==> src/rtl/sps_pkg.sv <==
// Shared constants, types and helpers for the substring position search block.
`timescale 1ns / 1ps
`default_nettype none
package sps_pkg;

  localparam int unsigned PAT_MAX  = 8;
  localparam int unsigned TEXT_MAX = 65536;
  localparam int unsigned CHAR_W   = 16;
  localparam int unsigned POS_W    = 16;
  localparam int unsigned COUNT_W  = 17;
  localparam int unsigned PLEN_W   = 4;
  localparam int unsigned KIDX_W   = $clog2(PAT_MAX);
  localparam int unsigned CFG_W    = 64;
  localparam int unsigned CFG_IDX_W = 3;
  localparam int unsigned OUT_W    = 24;

  localparam logic [CFG_IDX_W-1:0] REG_PAT_LEN   = 3'd0;
  localparam logic [CFG_IDX_W-1:0] REG_PAT_LOW   = 3'd1;
  localparam logic [CFG_IDX_W-1:0] REG_PAT_HIGH  = 3'd2;
  localparam logic [CFG_IDX_W-1:0] REG_START_OFS = 3'd3;
  localparam logic [CFG_IDX_W-1:0] REG_FIND_LAST = 3'd4;

  // Per-cycle command to every window cell
  typedef struct packed {
    logic shift;
    logic clear;
  } cell_ctl_t;

  // Per-transaction status to the controller: handshake, last flag and window hit
  typedef struct packed {
    logic accept;
    logic last;
    logic hit;
  } step_t;

  typedef struct packed {
    logic [PLEN_W-1:0] pat_len;
    logic [POS_W-1:0]  start_ofs;
    logic              find_last;
  } search_cfg_t;

  function automatic logic [CHAR_W-1:0] pat_char(input logic [CFG_W-1:0] lo,
                                                 input logic [CFG_W-1:0] hi,
                                                 input logic [KIDX_W-1:0] k);
    logic [2*CFG_W-1:0] all;
    all = {hi, lo};
    return all[k*CHAR_W +: CHAR_W];
  endfunction

endpackage
`default_nettype wire

==> src/rtl/sps_cell.sv <==
// One window cell: holds a text character, passes it on and compares with its pattern character.
`timescale 1ns / 1ps
`default_nettype none
module sps_cell (
  input  wire                        clk_i,
  input  wire                        rst_ni,
  input  sps_pkg::cell_ctl_t         ctl_i,
  input  wire                        active_i,
  input  wire [sps_pkg::CHAR_W-1:0]  pat_char_i,
  input  wire [sps_pkg::CHAR_W-1:0]  char_i,
  output logic [sps_pkg::CHAR_W-1:0] char_o,
  output logic                       hit_o
);
  import sps_pkg::*;

  logic [CHAR_W-1:0] char_q, char_d;

  // compare against the character being shifted in this cycle
  assign hit_o = !active_i || (char_i == pat_char_i);

  always_comb begin
    char_d = char_q;
    if (ctl_i.clear) begin
      char_d = '0;
    end else if (ctl_i.shift) begin
      char_d = char_i;
    end
  end

  always_ff @(posedge clk_i or negedge rst_ni) begin
    if (!rst_ni) begin
      char_q <= '0;
    end else begin
      char_q <= char_d;
    end
  end

  assign char_o = char_q;

endmodule
`default_nettype wire

==> src/rtl/sps_ctrl.sv <==
// Character counter, match tracking and result register.
`timescale 1ns / 1ps
`default_nettype none
module sps_ctrl (
  input  wire                        clk_i,
  input  wire                        rst_ni,
  input  sps_pkg::step_t             step_i,
  input  sps_pkg::search_cfg_t       cfg_i,
  input  wire                        out_ready_i,
  output sps_pkg::cell_ctl_t         cell_ctl_o,
  output logic                       in_ready_o,
  output logic                       out_valid_o,
  output logic [sps_pkg::OUT_W-1:0]  out_data_o
);
  import sps_pkg::*;

  logic [COUNT_W-1:0] count_q, count_d, count_inc, pos;
  logic [POS_W-1:0]   idx_q, idx_d;
  logic               seen_q, seen_d, ovf_q, ovf_d;
  logic               full, advance, plen_ok, take, done;
  logic               found_next;
  logic               ovalid_q, ovalid_d;
  logic               ofound_q, oovf_q;
  logic [POS_W-1:0]   opos_q;

  assign in_ready_o = !ovalid_q || out_ready_i;

  assign full      = (count_q >= COUNT_W'(TEXT_MAX));
  assign advance   = step_i.accept && !full && !ovf_q;
  assign count_inc = count_q + COUNT_W'(1);
  assign pos       = count_inc - COUNT_W'(cfg_i.pat_len);
  assign plen_ok   = (cfg_i.pat_len != '0) && (cfg_i.pat_len <= PLEN_W'(PAT_MAX))
                     && (count_inc >= COUNT_W'(cfg_i.pat_len));
  assign take      = advance && plen_ok && (pos >= COUNT_W'(cfg_i.start_ofs))
                     && step_i.hit && (!seen_q || cfg_i.find_last);
  assign done      = step_i.accept && step_i.last;

  assign cell_ctl_o.shift = advance;
  assign cell_ctl_o.clear = done;

  always_comb begin
    ovf_d   = ovf_q || (step_i.accept && full);
    count_d = advance ? count_inc : count_q;
    idx_d   = take ? pos[POS_W-1:0] : idx_q;
    seen_d  = seen_q || take;
    found_next = seen_d && !ovf_d;
    if (done) begin
      count_d = '0;
      idx_d   = '0;
      seen_d  = 1'b0;
      ovf_d   = 1'b0;
    end
  end

  always_comb begin
    ovalid_d = ovalid_q;
    if (done) begin
      ovalid_d = 1'b1;
    end else if (out_ready_i) begin
      ovalid_d = 1'b0;
    end
  end

  always_ff @(posedge clk_i or negedge rst_ni) begin
    if (!rst_ni) begin
      count_q  <= '0;
      idx_q    <= '0;
      seen_q   <= 1'b0;
      ovf_q    <= 1'b0;
      ovalid_q <= 1'b0;
    end else begin
      count_q  <= count_d;
      idx_q    <= idx_d;
      seen_q   <= seen_d;
      ovf_q    <= ovf_d;
      ovalid_q <= ovalid_d;
    end
  end

  always_ff @(posedge clk_i) begin
    if (done) begin
      ofound_q <= found_next;
      opos_q   <= found_next ? (take ? pos[POS_W-1:0] : idx_q) : '0;
      oovf_q   <= ovf_q || (step_i.accept && full);
    end
  end

  assign out_valid_o = ovalid_q;
  assign out_data_o  = {(OUT_W - POS_W - 2)'(0), oovf_q, opos_q, ofound_q};

`ifndef NO_ASSERTIONS
  a_count_cap: assert property (@(posedge clk_i) disable iff (!rst_ni)
    count_q <= COUNT_W'(TEXT_MAX))
    else $error("character count beyond text limit");

  a_seen_count: assert property (@(posedge clk_i) disable iff (!rst_ni)
    seen_q |-> (count_q != '0))
    else $error("match recorded with no characters counted");

  a_clear: assert property (@(posedge clk_i) disable iff (!rst_ni)
    done |=> (count_q == '0) && !seen_q && !ovf_q && ovalid_q)
    else $error("per-text state not cleared at end of text");

  a_ovf_nf: assert property (@(posedge clk_i) disable iff (!rst_ni)
    (ovalid_q && oovf_q) |-> (!ofound_q && (opos_q == '0)))
    else $error("overflow result reports a match");

  a_nf_pos: assert property (@(posedge clk_i) disable iff (!rst_ni)
    (ovalid_q && !ofound_q) |-> (opos_q == '0))
    else $error("non-zero position without a match");
`endif

endmodule
`default_nettype wire

==> src/rtl/substring_position_search.sv <==
// Top level of the streaming substring position search.
//
//  Channel   Direction  Contents
//  s_axis    in         tdata[15:0] text_char, tlast last_char
//  m_axis    out        tdata[0] found, [16:1] position, [17] overflow, [23:18] zero
//  cfg       in         cfg_we_i / cfg_idx_i / cfg_wdata_i, one register per write
//
//  One character per cycle while s_axis_tready_o is high; the window cells compare
//  all pattern characters in the cycle the character shifts in. The result appears in
//  the cycle after the transaction marked last. The result register decouples the sides:
//  input is taken while the result is empty or being taken. Reset needs no clearing pass.
`timescale 1ns / 1ps
`default_nettype none
module substring_position_search (
  input  wire                          clk_i,
  input  wire                          rst_ni,
  input  wire                          s_axis_tvalid_i,
  output logic                         s_axis_tready_o,
  input  wire [sps_pkg::CHAR_W-1:0]    s_axis_tdata_i,  // text_char
  input  wire                          s_axis_tlast_i,
  output logic                         m_axis_tvalid_o,
  input  wire                          m_axis_tready_i,
  output logic [sps_pkg::OUT_W-1:0]    m_axis_tdata_o,  // found, position, overflow, pad
  input  wire                          cfg_we_i,
  input  wire [sps_pkg::CFG_IDX_W-1:0] cfg_idx_i,
  input  wire [sps_pkg::CFG_W-1:0]     cfg_wdata_i
);
  import sps_pkg::*;

  logic [PLEN_W-1:0] pat_len_q;
  logic [CFG_W-1:0]  pat_lo_q, pat_hi_q;
  logic [POS_W-1:0]  start_ofs_q;
  logic              find_last_q;

  always_ff @(posedge clk_i or negedge rst_ni) begin
    if (!rst_ni) begin
      pat_len_q   <= '0;
      pat_lo_q    <= '0;
      pat_hi_q    <= '0;
      start_ofs_q <= '0;
      find_last_q <= 1'b0;
    end else if (cfg_we_i) begin
      case (cfg_idx_i)
        REG_PAT_LEN:   pat_len_q   <= cfg_wdata_i[PLEN_W-1:0];
        REG_PAT_LOW:   pat_lo_q    <= cfg_wdata_i;
        REG_PAT_HIGH:  pat_hi_q    <= cfg_wdata_i;
        REG_START_OFS: start_ofs_q <= cfg_wdata_i[POS_W-1:0];
        REG_FIND_LAST: find_last_q <= cfg_wdata_i[0];
        default: ;
      endcase
    end
  end

  search_cfg_t       cfg;
  cell_ctl_t         cell_ctl;
  step_t             step;
  logic [CHAR_W-1:0] chain [PAT_MAX+1];
  logic [PAT_MAX-1:0] hits;

  assign cfg.pat_len   = pat_len_q;
  assign cfg.start_ofs = start_ofs_q;
  assign cfg.find_last = find_last_q;

  assign chain[0] = s_axis_tdata_i;

  for (genvar i = 0; i < PAT_MAX; i++) begin : g_cell
    logic [PLEN_W-1:0] k;
    logic              active;
    assign active = (PLEN_W'(i) < pat_len_q);
    assign k      = pat_len_q - PLEN_W'(1) - PLEN_W'(i);

    sps_cell u_cell (
      .clk_i      (clk_i),
      .rst_ni     (rst_ni),
      .ctl_i      (cell_ctl),
      .active_i   (active),
      .pat_char_i (pat_char(pat_lo_q, pat_hi_q, k[KIDX_W-1:0])),
      .char_i     (chain[i]),
      .char_o     (chain[i+1]),
      .hit_o      (hits[i])
    );
  end

  assign step.accept = s_axis_tvalid_i && s_axis_tready_o;
  assign step.last   = s_axis_tlast_i;
  assign step.hit    = &hits;

  sps_ctrl u_ctrl (
    .clk_i       (clk_i),
    .rst_ni      (rst_ni),
    .step_i      (step),
    .cfg_i       (cfg),
    .out_ready_i (m_axis_tready_i),
    .cell_ctl_o  (cell_ctl),
    .in_ready_o  (s_axis_tready_o),
    .out_valid_o (m_axis_tvalid_o),
    .out_data_o  (m_axis_tdata_o)
  );

endmodule
`default_nettype wire

==> config.mk <==
export PLATFORM = sky130hd
export DESIGN_NAME = substring_position_search
export DESIGN_NICKNAME = d
export VERILOG_FILES = /design/src/rtl/sps_pkg.sv /design/src/rtl/sps_cell.sv /design/src/rtl/sps_ctrl.sv /design/src/rtl/substring_position_search.sv
export SDC_FILE = /design/constraint.sdc
export NUM_CORES = 1
export LEC_CHECK = 0
export ABC_AREA = 1
export BUFFER_PORTS_ARGS = -buffer_cell sky130_fd_sc_hd__buf_2
export CAP_MARGIN = 20
export CORE_MARGIN = 2
export CORE_UTILIZATION = 32
export CTS_BUF_LIST = sky130_fd_sc_hd__clkbuf_2
export DETAILED_ROUTE_END_ITERATION = 8
export PLACE_DENSITY = 0.48
export RECOVER_POWER = 50
export SYNTH_ARGS = -nofsm -noshare
export SYNTH_HDL_FRONTEND = slang
export SYNTH_SLANG_ARGS = --single-unit
==> constraint.sdc <==
create_clock -name clk_i -period 5.49 [get_ports clk_i]
set_clock_uncertainty 0.1 [all_clocks]
set_input_delay 0.549 -clock clk_i [delete_from_list [all_inputs] [get_ports clk_i]]
set_output_delay 0.549 -clock clk_i [all_outputs]
set_load 0.01 [all_outputs]
### Word level (Yosys, flattened, before mapping)

Index checks and enable logic that the tools add are counted.

* word-level logic and storage cells: 131
* bits of input ports: 89
* bits in registers: 315
* output and inout port bits: 26

* shifts and indexed selects: 8
* $add $sub $neg: 10
* multiplexer cells: 22
* reductions and logical operators: 47
* $lt $le $gt $ge: 12
* eq/ne operators: 12

Operators with widths (number)
* indexed part select 128 x 8 -> 16 bit: 8
* two-way mux 16 bit: 16
* equality test 16 bit: 8
* two-way mux 17 bit: 2
* adder 17 x 1 -> 17 bit (second input constant): 1
* >= comparator 17 x 16 -> 1 bit: 1
* >= comparator 17 bit (second input constant): 1
* >= comparator 17 x 4 -> 1 bit: 1
* subtractor 17 x 4 -> 17 bit: 1
* less-than comparator 3 x 4 -> 1 bit (first input constant): 4
* zero test 1 bit: 13
* logical AND 1 bit: 12
* logical OR 1 bit: 12
* subtractor 3 bit (second input constant): 4
* AND reduction 2 bit: 5
* less-than comparator 1 x 4 -> 1 bit (first input constant): 2
* less-than comparator 2 x 4 -> 1 bit (first input constant): 2
* AND reduction 8 bit: 1
* equality test 3 x 2 -> 1 bit (second input constant): 2
* subtractor 3 x 1 -> 3 bit (second input constant): 2
* subtractor 3 x 2 -> 3 bit (second input constant): 2
* less-or-equal comparator 4 bit (second input constant): 1
* two-way mux 1 bit: 4
* nonzero test 2 bit: 2
* 4 further kinds: 4

### Depth between registers and ports, before layout

Gate-level depths: netlist of run 1.

* depth in word-level cells: 11
* mapped depth: 32
* mapped depth without buffers: 31

### Modules after synthesis

From an unflattened synthesis of run 1, not the netlist that was laid out.

* cell total of the unflattened synthesis: 3813
* area, all modules: 23949.2 µm²

Modules (own cells, without submodules)
* substring_position_search: area an instance 11866.4 µm², seq. area each 3728.6 µm², times used 1, cells each 2118
* sps_cell: area an instance 1036.0 µm², seq. area each 400.4 µm², times used 8, cells each 150
* sps_ctrl: area an instance 3794.9 µm², seq. area each 1441.4 µm², times used 1, cells each 495

### Least setup slack after synthesis of run 1

No wires, ideal clock.

* path type: register to register
* from: register u_ctrl.count_q[0]
* to: register u_ctrl.opos_q[10] (data pin)
* stages on the path, launching flop included: 28
* slack: 1415 ps
* period minus slack after synthesis: 4075 ps
* library setup time: 253 ps
* required time: 5137 ps
* arrival: 3721 ps
* path buffers: 1
* cells stage by stage: dfrtp_1 ha_1 nand2_1 inv_1 nor2_1 ha_1 a21oi_1 o21ai_0 nand2_1 nand2_1 nor2_1 nand2_1 nor2_1 nand3_1 xor2_1 inv_1 ha_1 nand2_1 nor2_1 a41o_1 a21oi_1 nand2_1 nand3_2 nor2_4 buf_2 nand4_1 nand2_1 nor2_1

* longest elaborated chain between the ends: 10
* elaborated cells between the ends (all ways): 19
* classes of those cells: add/sub (2); order compare (3); mux (1); reduce/logical (13)

Ends and longest elaborated chain
* from (decl): line sps_ctrl.sv:17 `logic [COUNT_W-1:0] count_q, count_d, count_inc, pos;`
* from (signal assigned): line sps_ctrl.sv:72 `count_q <= count_d;`
* parallel branches: the longest is 10 deep, another holds adder 17 x 1 -> 17 bit
* to (signal assigned): line sps_ctrl.sv:83 `opos_q <= found_next ? (take ? pos[POS_W-1:0] : idx_q) : '0;`
* to (decl): line sps_ctrl.sv:24 `logic [POS_W-1:0] opos_q;`

Parallel ways; which one is timed is not known.
A chain may end at the register's enable or synchronous reset.

### Final worst setup path of run 1

* from: register u_ctrl.count_q[0]
* to: register u_ctrl.opos_q[5] (data pin)

The elaborated chain is that of the path after synthesis.

==> results of run 1 <==
-- per-layer routing --
layer | track usage | wire length [um] | vias to the layer above
met2 | 0.3927 | 36610 | 644
met5 | 0 | 0 | -
met4 | 0.08976 | 2850 | 0
met3 | 0.04456 | 4876 | 148
met1 | 0.3304 | 37250 | 10280
li1 | - | - | 10630
-- worst min-delay path, delay by kind of cell --
family	cells	cell delay, ps
AOI/OAI and AO/OA	1	80
buffers and inverters	3	700
-- area by class of cell --
cell class | count | area [um2]
clock buffers | 135 | 675.6
diodes | 4 | 10.01
well taps | 855 | 1070
clock inverters | 27 | 155.1
inverters | 354 | 1334
fillers | 6998 | 40320
flip-flops and latches | 315 | 7976
repair buffers | 263 | 2023
multi-input cells | 2388 | 10550
-- through the flow --
stage,worst slack (ps),utilization
finish,605.4,0.3711
detailed placement,508.3,0.3407
global route,116.1,0.3711
floorplan,1415,-
global placement,507.2,0.3407
CTS,411.7,0.3712
-- kinds of logic (layout without fill, tap and decap cells) --
logic type	Yosys count	after routing	synth area share
compound gates	327	327	0.08748
xor+xnor	23	23	0.009774
fa+ha+maj	25	25	0.01554
buf+inv	513	779	0.1030
flops	315	315	0.3868
other cells	1	10	0.0001820
simple gates	2007	2007	0.3972
-- worst max path at each step --
stage,from,endpoint
after floorplan,u_ctrl.count_q[0]$_DFFE_PN0P_,u_ctrl.opos_q[10]$_SDFFCE_PN0P_
after global routing,u_ctrl.count_q[0]$_DFFE_PN0P_,u_ctrl.opos_q[12]$_SDFFCE_PN0P_
final,u_ctrl.count_q[0]$_DFFE_PN0P_,u_ctrl.opos_q[5]$_SDFFCE_PN0P_
after detailed placement,u_ctrl.count_q[0]$_DFFE_PN0P_,u_ctrl.opos_q[5]$_SDFFCE_PN0P_
after global placement,u_ctrl.count_q[0]$_DFFE_PN0P_,u_ctrl.opos_q[1]$_SDFFCE_PN0P_
after CTS,u_ctrl.count_q[0]$_DFFE_PN0P_,u_ctrl.opos_q[12]$_SDFFCE_PN0P_
-- repair_timing --
| item | CTS | global route |
|---|---|---|
| setup buffers | 0 | 3 |
| hold endpoints to repair | 371 | 0 |
| hold buffers | 111 | 0 |
| endpoints found under the setup margin | 0 | 22 |
-- power groups by stage --
| stage | sequential [W] | clock [W] | combinational (W) |
|---|---|---|---|
| final | 0.00284 | 0.00186 | 0.00483 |
| after global routing | 0.00287 | 0.00207 | 0.00543 |
| after CTS | 0.00283 | 0.00194 | 0.00479 |
| after detailed placement | 0.00288 | 0 | 0.00470 |
| after global placement | 0.00287 | 0 | 0.00467 |
| after floorplan | 0.00277 | 0 | 0.00326 |
-- state kept, by name, indices dropped and copies added, names as in the netlist, 4 cells and up --
name                  cells
u_ctrl.idx_q             16
u_ctrl.count_q           17
pat_len_q                 4
start_ofs_q              16
u_ctrl.opos_q            16
g_cell.u_cell.char_o    112
pat_hi_q                 64
pat_lo_q                 64
-- layout by cell type, fill, tap and decap left out, types with 25 or more instances in the layout --
master,netlist,layout
clkbuf_2,0,137
nand3_1,390,390
buf_4,23,33
buf_2,59,106
inv_1,350,349
o21ai_0,183,183
dlygate4sd3_1,0,110
o22ai_1,118,118
nand2_1,1422,1420
nor2_1,141,140
dfrtp_1,297,296
nand4_1,25,25
==> metrics.csv, run 1 <==
stage,metric,value,unit
clock_tree,clock latency on the worst-skew pair,1190,ps
placed_design,number of instances in the placed design,4060,
power,Flop pwr share,0.298,
route,drt drc,0,
global_route,via count of the first global-routing pass,20760,
clock_tree,post-CTS resize count,0,
yosys,synth unique cells,39,
power,combinational share of power,0.507,
setup_path,cells on worst reg2reg path,27,
sta,setup TNS,0,ps
setup_path,CP startpoint kind,flop,
finish,NumNets Final,3528,
outcome,failing checks,"capacitance limit, slew limit",
power,Worst VDD drop,0.2369,mV
global_route,initial antenna violation count,9,
global_route,largest net degree at the start of global routing,172,
power,internal power,0.004744,W
setup_path,Reg-to-Reg End,u_ctrl.opos_q[5]$_SDFFCE_PN0P_,
yosys,Synth Area per Inst,6.418,um2
sta,Final setup viols,0,
floorplan,Die W,257.8,um
yosys,Post-synth EDFFs,18,
clock_tree,CTS tree,yes,
route,"antenna viol nets, final",0,
finish,final instance area,23790,um2
route,final WL,81.59,mm
route,vias per cell,4.999,
setup_path,Crit path depth,27,
setup_path,WP data arrival,5670,ps
power,Sw Share,0.5021,
floorplan,Die Y,257.8,um
sta,Max Slew Vio Count,453,
power,net switching power,0.004785,W
power,Clk pwr share,0.195,
setup_path,reg2reg start,u_ctrl.count_q[0]$_DFFE_PN0P_,
power,total power,0.009529,W
setup_path,CP max stage delay,460,ps
yosys,"top cells by area, synth","dfrtp_1, nand2_1, nand3_1, inv_1, o21ai_0",
yosys,cells after synthesis,3211,
power,PwrDens,400.5,nW/um2
floorplan,row cnt,93,
placed_design,# port buffers,108,
yosys,"Top FF cell, synth",dfrtp_1,
global_route,Tot GR Track Use,0.2451,
clock_tree,"CTS clk-pin slew, worst paths",110,ps
yosys,YS warnings,0,
setup_path,flop-to-flop setup slack,610,ps
floorplan,Ports,115,
yosys,"FF+latch count, synth",315,
finish,Layout area overhead,15.44,%
yosys,area share of the largest cell type after synthesis,0.3606,
setup_path,CP most frequent cell,nand2_1,
yosys,most frequent cell after synthesis,nand2_1,
placed_design,detailed placement HPWL,59.87,mm
route,DR vias,21700,
worst_hold_path,Hold Crit Start,cfg_wdata_i[46],
setup_path,critical path capture point type,flop,
sta,Worst Max-Slew Pin Slew,3062,ps
clock_tree,CTS buffer count,92,
setup_path,"CP delay by family, top",simple AND/OR/NAND/NOR gates,
clock_tree,TritonCTS Sinks,315,
floorplan,Initial Util,0.3214,
sta,Period minus WS final,4885,ps
outcome,outcome,finished with violations,
yosys,Yosys top cell by area,dfrtp_1,
sta,normalized max-slew margin,-1.041,
placed_design,area post-placement,21840,um2
clock_tree,deepest clock path buffer count,3,
setup_path,CP Class,flop to flop,
sta,FMAX,0.2047,GHz
finish,layout cells sized above 1,0.09161,
sta,period utilization,0.8897,
yosys,Post-synth top cells,"nand2_1, nand3_1, inv_1",
run,max_cap viols,7,
floorplan,die area,66450,um2
global_route,total gr overflow,0,
sta,final hold slack,90.77,ps
setup_path,CP Max Fanout,17,
sta,unrepaired setup endpoints after global routing,no,
placed_design,gpl congestion,0.9164,
setup_path,slowest CP cell,dfrtp_1,
global_route,first-pass GRT wire length,123.9,mm
worst_hold_path,Hold Crit Class,input pin to flop,
sta,Final Hold Viols,0,
route,DR iter-0 viols,1699,
setup_path,"Req. time, crit path",6270,ps
floorplan,Core ar.,64120,um2
finish,post-route insts no fill,4341,
yosys,Post-synth ARST share,0.9429,
route,drt pass-1 iters,6,
worst_hold_path,Worst Hold Depth,4,
route,drt wl/cell,18.79,um
clock_tree,root buffer cell,clkbuf_2,
yosys,Netlist Area Pre-Place,20610,um2
setup_path,Worst Path Buf+Inv,3,
clock_tree,H-tree Lvls,3,
worst_hold_path,hold-critical path endpoint,pat_lo_q[46]$_DFFE_PN0P_,
yosys,register area share after synthesis,0.3868,
power,P_leak,12.70,nW
Power figures use the tool's default switching activity.
==> run 2: changes to the inputs <==
--- a/config.mk
+++ b/config.mk
@@ -12,6 +12,7 @@
 export CORE_UTILIZATION = 32
 export CTS_BUF_LIST = sky130_fd_sc_hd__clkbuf_2
 export DETAILED_ROUTE_END_ITERATION = 8
+export HOLD_SLACK_MARGIN = 0.15
 export PLACE_DENSITY = 0.48
 export RECOVER_POWER = 50
 export SYNTH_ARGS = -nofsm -noshare
==> run 2 against run 1 <==
  * The flow still finishes with violations (capacitance limit, slew limit)
  * Final area up 1.9%
  * Largest power group unchanged
  * Power up 0.34%
  * Clock power about the same
==> metrics.csv, run 2 (same netlist as run 1, synthesis figures left out) <==
stage,metric,value,unit,change
finish,most frequent cells in the layout,"nand2_1, nand3_1, inv_1, dfrtp_1, o21ai_0",,
setup_path,reg2reg start,u_ctrl.count_q[0]$_DFFE_PN0P_,,
setup_path,CP Launch Point,u_ctrl.count_q[0]$_DFFE_PN0P_,,
setup_path,Reg-to-Reg End,u_ctrl.opos_q[15]$_SDFFCE_PN0P_,,
setup_path,cells on worst reg2reg path,27,,unchanged
route,vias per cell,5.020,,+0.42%
global_route,Tot GR Track Use,0.2465,,+0.001435
floorplan,Ports,115,,unchanged
sta,Final Hold Viols,0,,unchanged
placed_design,detailed placement HPWL,59.87,mm,unchanged
route,drt drc,0,,unchanged
setup_path,CP Max Fanout,17,,unchanged
setup_path,flop-to-flop setup slack,620,ps,about the same
sta,Final WS setup,618.3,ps,+12.89 ps
worst_hold_path,Hold Crit Class,input pin to flop,,
power,PwrDens,394.4,nW/um2,-1.5%
setup_path,CP Class,flop to flop,,
global_route,initial antenna violation count,8,,-1
setup_path,critical path endpoint,u_ctrl.opos_q[15]$_SDFFCE_PN0P_,,
route,final WL,82.20,mm,+0.75%
clock_tree,deepest clock path buffer count,3,,unchanged
clock_tree,clock latency on the worst-skew pair,1170,ps,-20 ps
sta,Max Slew Vio Count,431,,-4.9%
sta,Worst Max-Slew Pin Slew,3726,ps,+664.2 ps
sta,setup TNS,0,ps,unchanged
route,"antenna viol nets, final",0,,unchanged
finish,NumNets Final,3574,,+1.3%
route,drt pass-1 iters,6,,unchanged
run,max_cap viols,6,,-1
clock_tree,"CTS clk-pin slew, worst paths",110,ps,about the same
finish,final instance area,24250,um2,+1.9%
route,DR vias,22020,,+1.5%
floorplan,die area,66450,um2,unchanged
placed_design,gpl congestion,0.9164,,unchanged
global_route,largest net degree at the start of global routing,172,,unchanged
finish,Filler cells,6952,,-0.66%
clock_tree,TritonCTS Sinks,315,,unchanged
setup_path,WP data arrival,5640,ps,-30 ps
setup_path,"Req. time, crit path",6260,ps,about the same
global_route,first-pass GRT wire length,124.7,mm,+0.66%
route,DR iter-0 viols,1639,,-3.5%
floorplan,Die Y,257.8,um,unchanged
floorplan,Die W,257.8,um,unchanged
sta,Period minus WS final,4872,ps,-12.89 ps
finish,Layout area overhead,17.64,%,
floorplan,Initial Util,0.3214,,unchanged
sta,normalized max-slew margin,-1.484,,-0.4428
outcome,failing checks,"capacitance limit, slew limit",,
clock_tree,CTS tree,yes,,
clock_tree,CTS buffer count,92,,unchanged
setup_path,CP startpoint kind,flop,,
power,P_leak,12.90,nW,+1.5%
placed_design,area post-placement,21840,um2,unchanged
placed_design,# port buffers,108,,unchanged
sta,period utilization,0.8874,,-0.002348
sta,FMAX,0.2053,GHz,+0.26%
sta,Final setup viols,0,,unchanged
sta,unrepaired setup endpoints after global routing,no,,
floorplan,row cnt,93,,unchanged
clock_tree,H-tree Lvls,3,,unchanged
route,drt wl/cell,18.74,um,-0.31%
finish,Finished Core Util,0.3782,,+0.007084
finish,layout cells sized above 1,0.09014,,-0.001478
placed_design,dpl ws,508.3,ps,unchanged
finish,"most common cell after layout, fill and taps aside",nand2_1,,
finish,max reg flops,112,,unchanged
power,Worst VDD drop,0.2372,mV,+0.13%
setup_path,critical path capture point type,flop,,
outcome,outcome,finished with violations,,
global_route,via count of the first global-routing pass,21010,,+1.2%
clock_tree,root buffer cell,clkbuf_2,,
power,total power,0.009562,W,+0.34%
floorplan,Core ar.,64120,um2,unchanged
global_route,total gr overflow,0,,unchanged
==> run 2: worst min path at each step <==
stage	start	end	slack [ps]	cells past startpoint
final	s_axis_tdata_i[1]	g_cell[0].u_cell.char_o[1]$_DFFE_PN0P_	240	4
after global routing	cfg_wdata_i[42]	pat_lo_q[42]$_DFFE_PN0P_	160	4
after CTS	cfg_wdata_i[43]	pat_hi_q[43]$_DFFE_PN0P_	150	4
after detailed placement	start_ofs_q[14]$_DFFE_PN0P_	start_ofs_q[14]$_DFFE_PN0P_	370	2
after global placement	start_ofs_q[14]$_DFFE_PN0P_	start_ofs_q[14]$_DFFE_PN0P_	370	2
after floorplan	rst_ni	find_last_q$_DFFE_PN0P_	150	0
==> run 2: layout make-up <==
class	instances	area, um2	area share
Sequential cell	315	7976	0.3290
Inverter	354	1334	0.05501
Timing Repair Buffer	309	2477	0.1022
Antenna cell	4	10.01	0.0004128
Clock buffer	135	675.6	0.02787
Tap cell	855	1070	0.04412
Clock inverter	27	155.1	0.006399
Multi-Input combinational cell	2388	10550	0.4350
==> run 2: timing repair <==
action,in CTS,in global routing
gates resized for setup,0,0
endpoints found under the setup margin,0,22
setup buffers,0,3
hold buffers,157,0
hold endpoints to repair,519,0
==> run 2: critical path, stage by stage (launching register included) <==
cell     delay, ps
dfrtp_1        460
ha_1           280
nand2_1        120
inv_1           60
nor2_1         160
ha_1           310
a21oi_1        140
o21ai_0        160
nand2_1        100
nand2_1         80
nor2_1         200
nand2_1        120
nor2_1         240
nand3_1        120
xor2_1         210
inv_1          100
ha_1           290
nand2_1         60
nor2_1          40
a41o_1         230
a21oi_1        170
nand2_1        110
inv_1           70
nor2_1          40
nand3_1        100
nand2_1         80
nand2_2        310
nor2_1         100
==> run 2: metrics by stage <==
step	hold slack, ps	instances
floorplan	153.4	3216
global placement	368.3	4060
detailed placement	372.6	4060
CTS	151.7	4379
global route	162.0	4385
finish	241.4	4387
==> run 2: metal layers <==
layer	wire, um	vias up	GRT usage
li1	-	10710	-
met1	37260	10440	0.3304
met5	13	-	0
met3	4778	163	0.04191
met4	3176	2	0.09714
met2	36970	705	0.3964
==> run 2: power breakdown <==
| part | switching [W] | total (W) | internal, W |
|---|---|---|---|
| clock network | 0.00115 | 0.00186 | 0.000715 |
| logic | 0.00340 | 0.00486 | 0.00147 |
| registers | 0.000255 | 0.00284 | 0.00258 |
| total | 0.00480 | 0.00956 | 0.00476 |
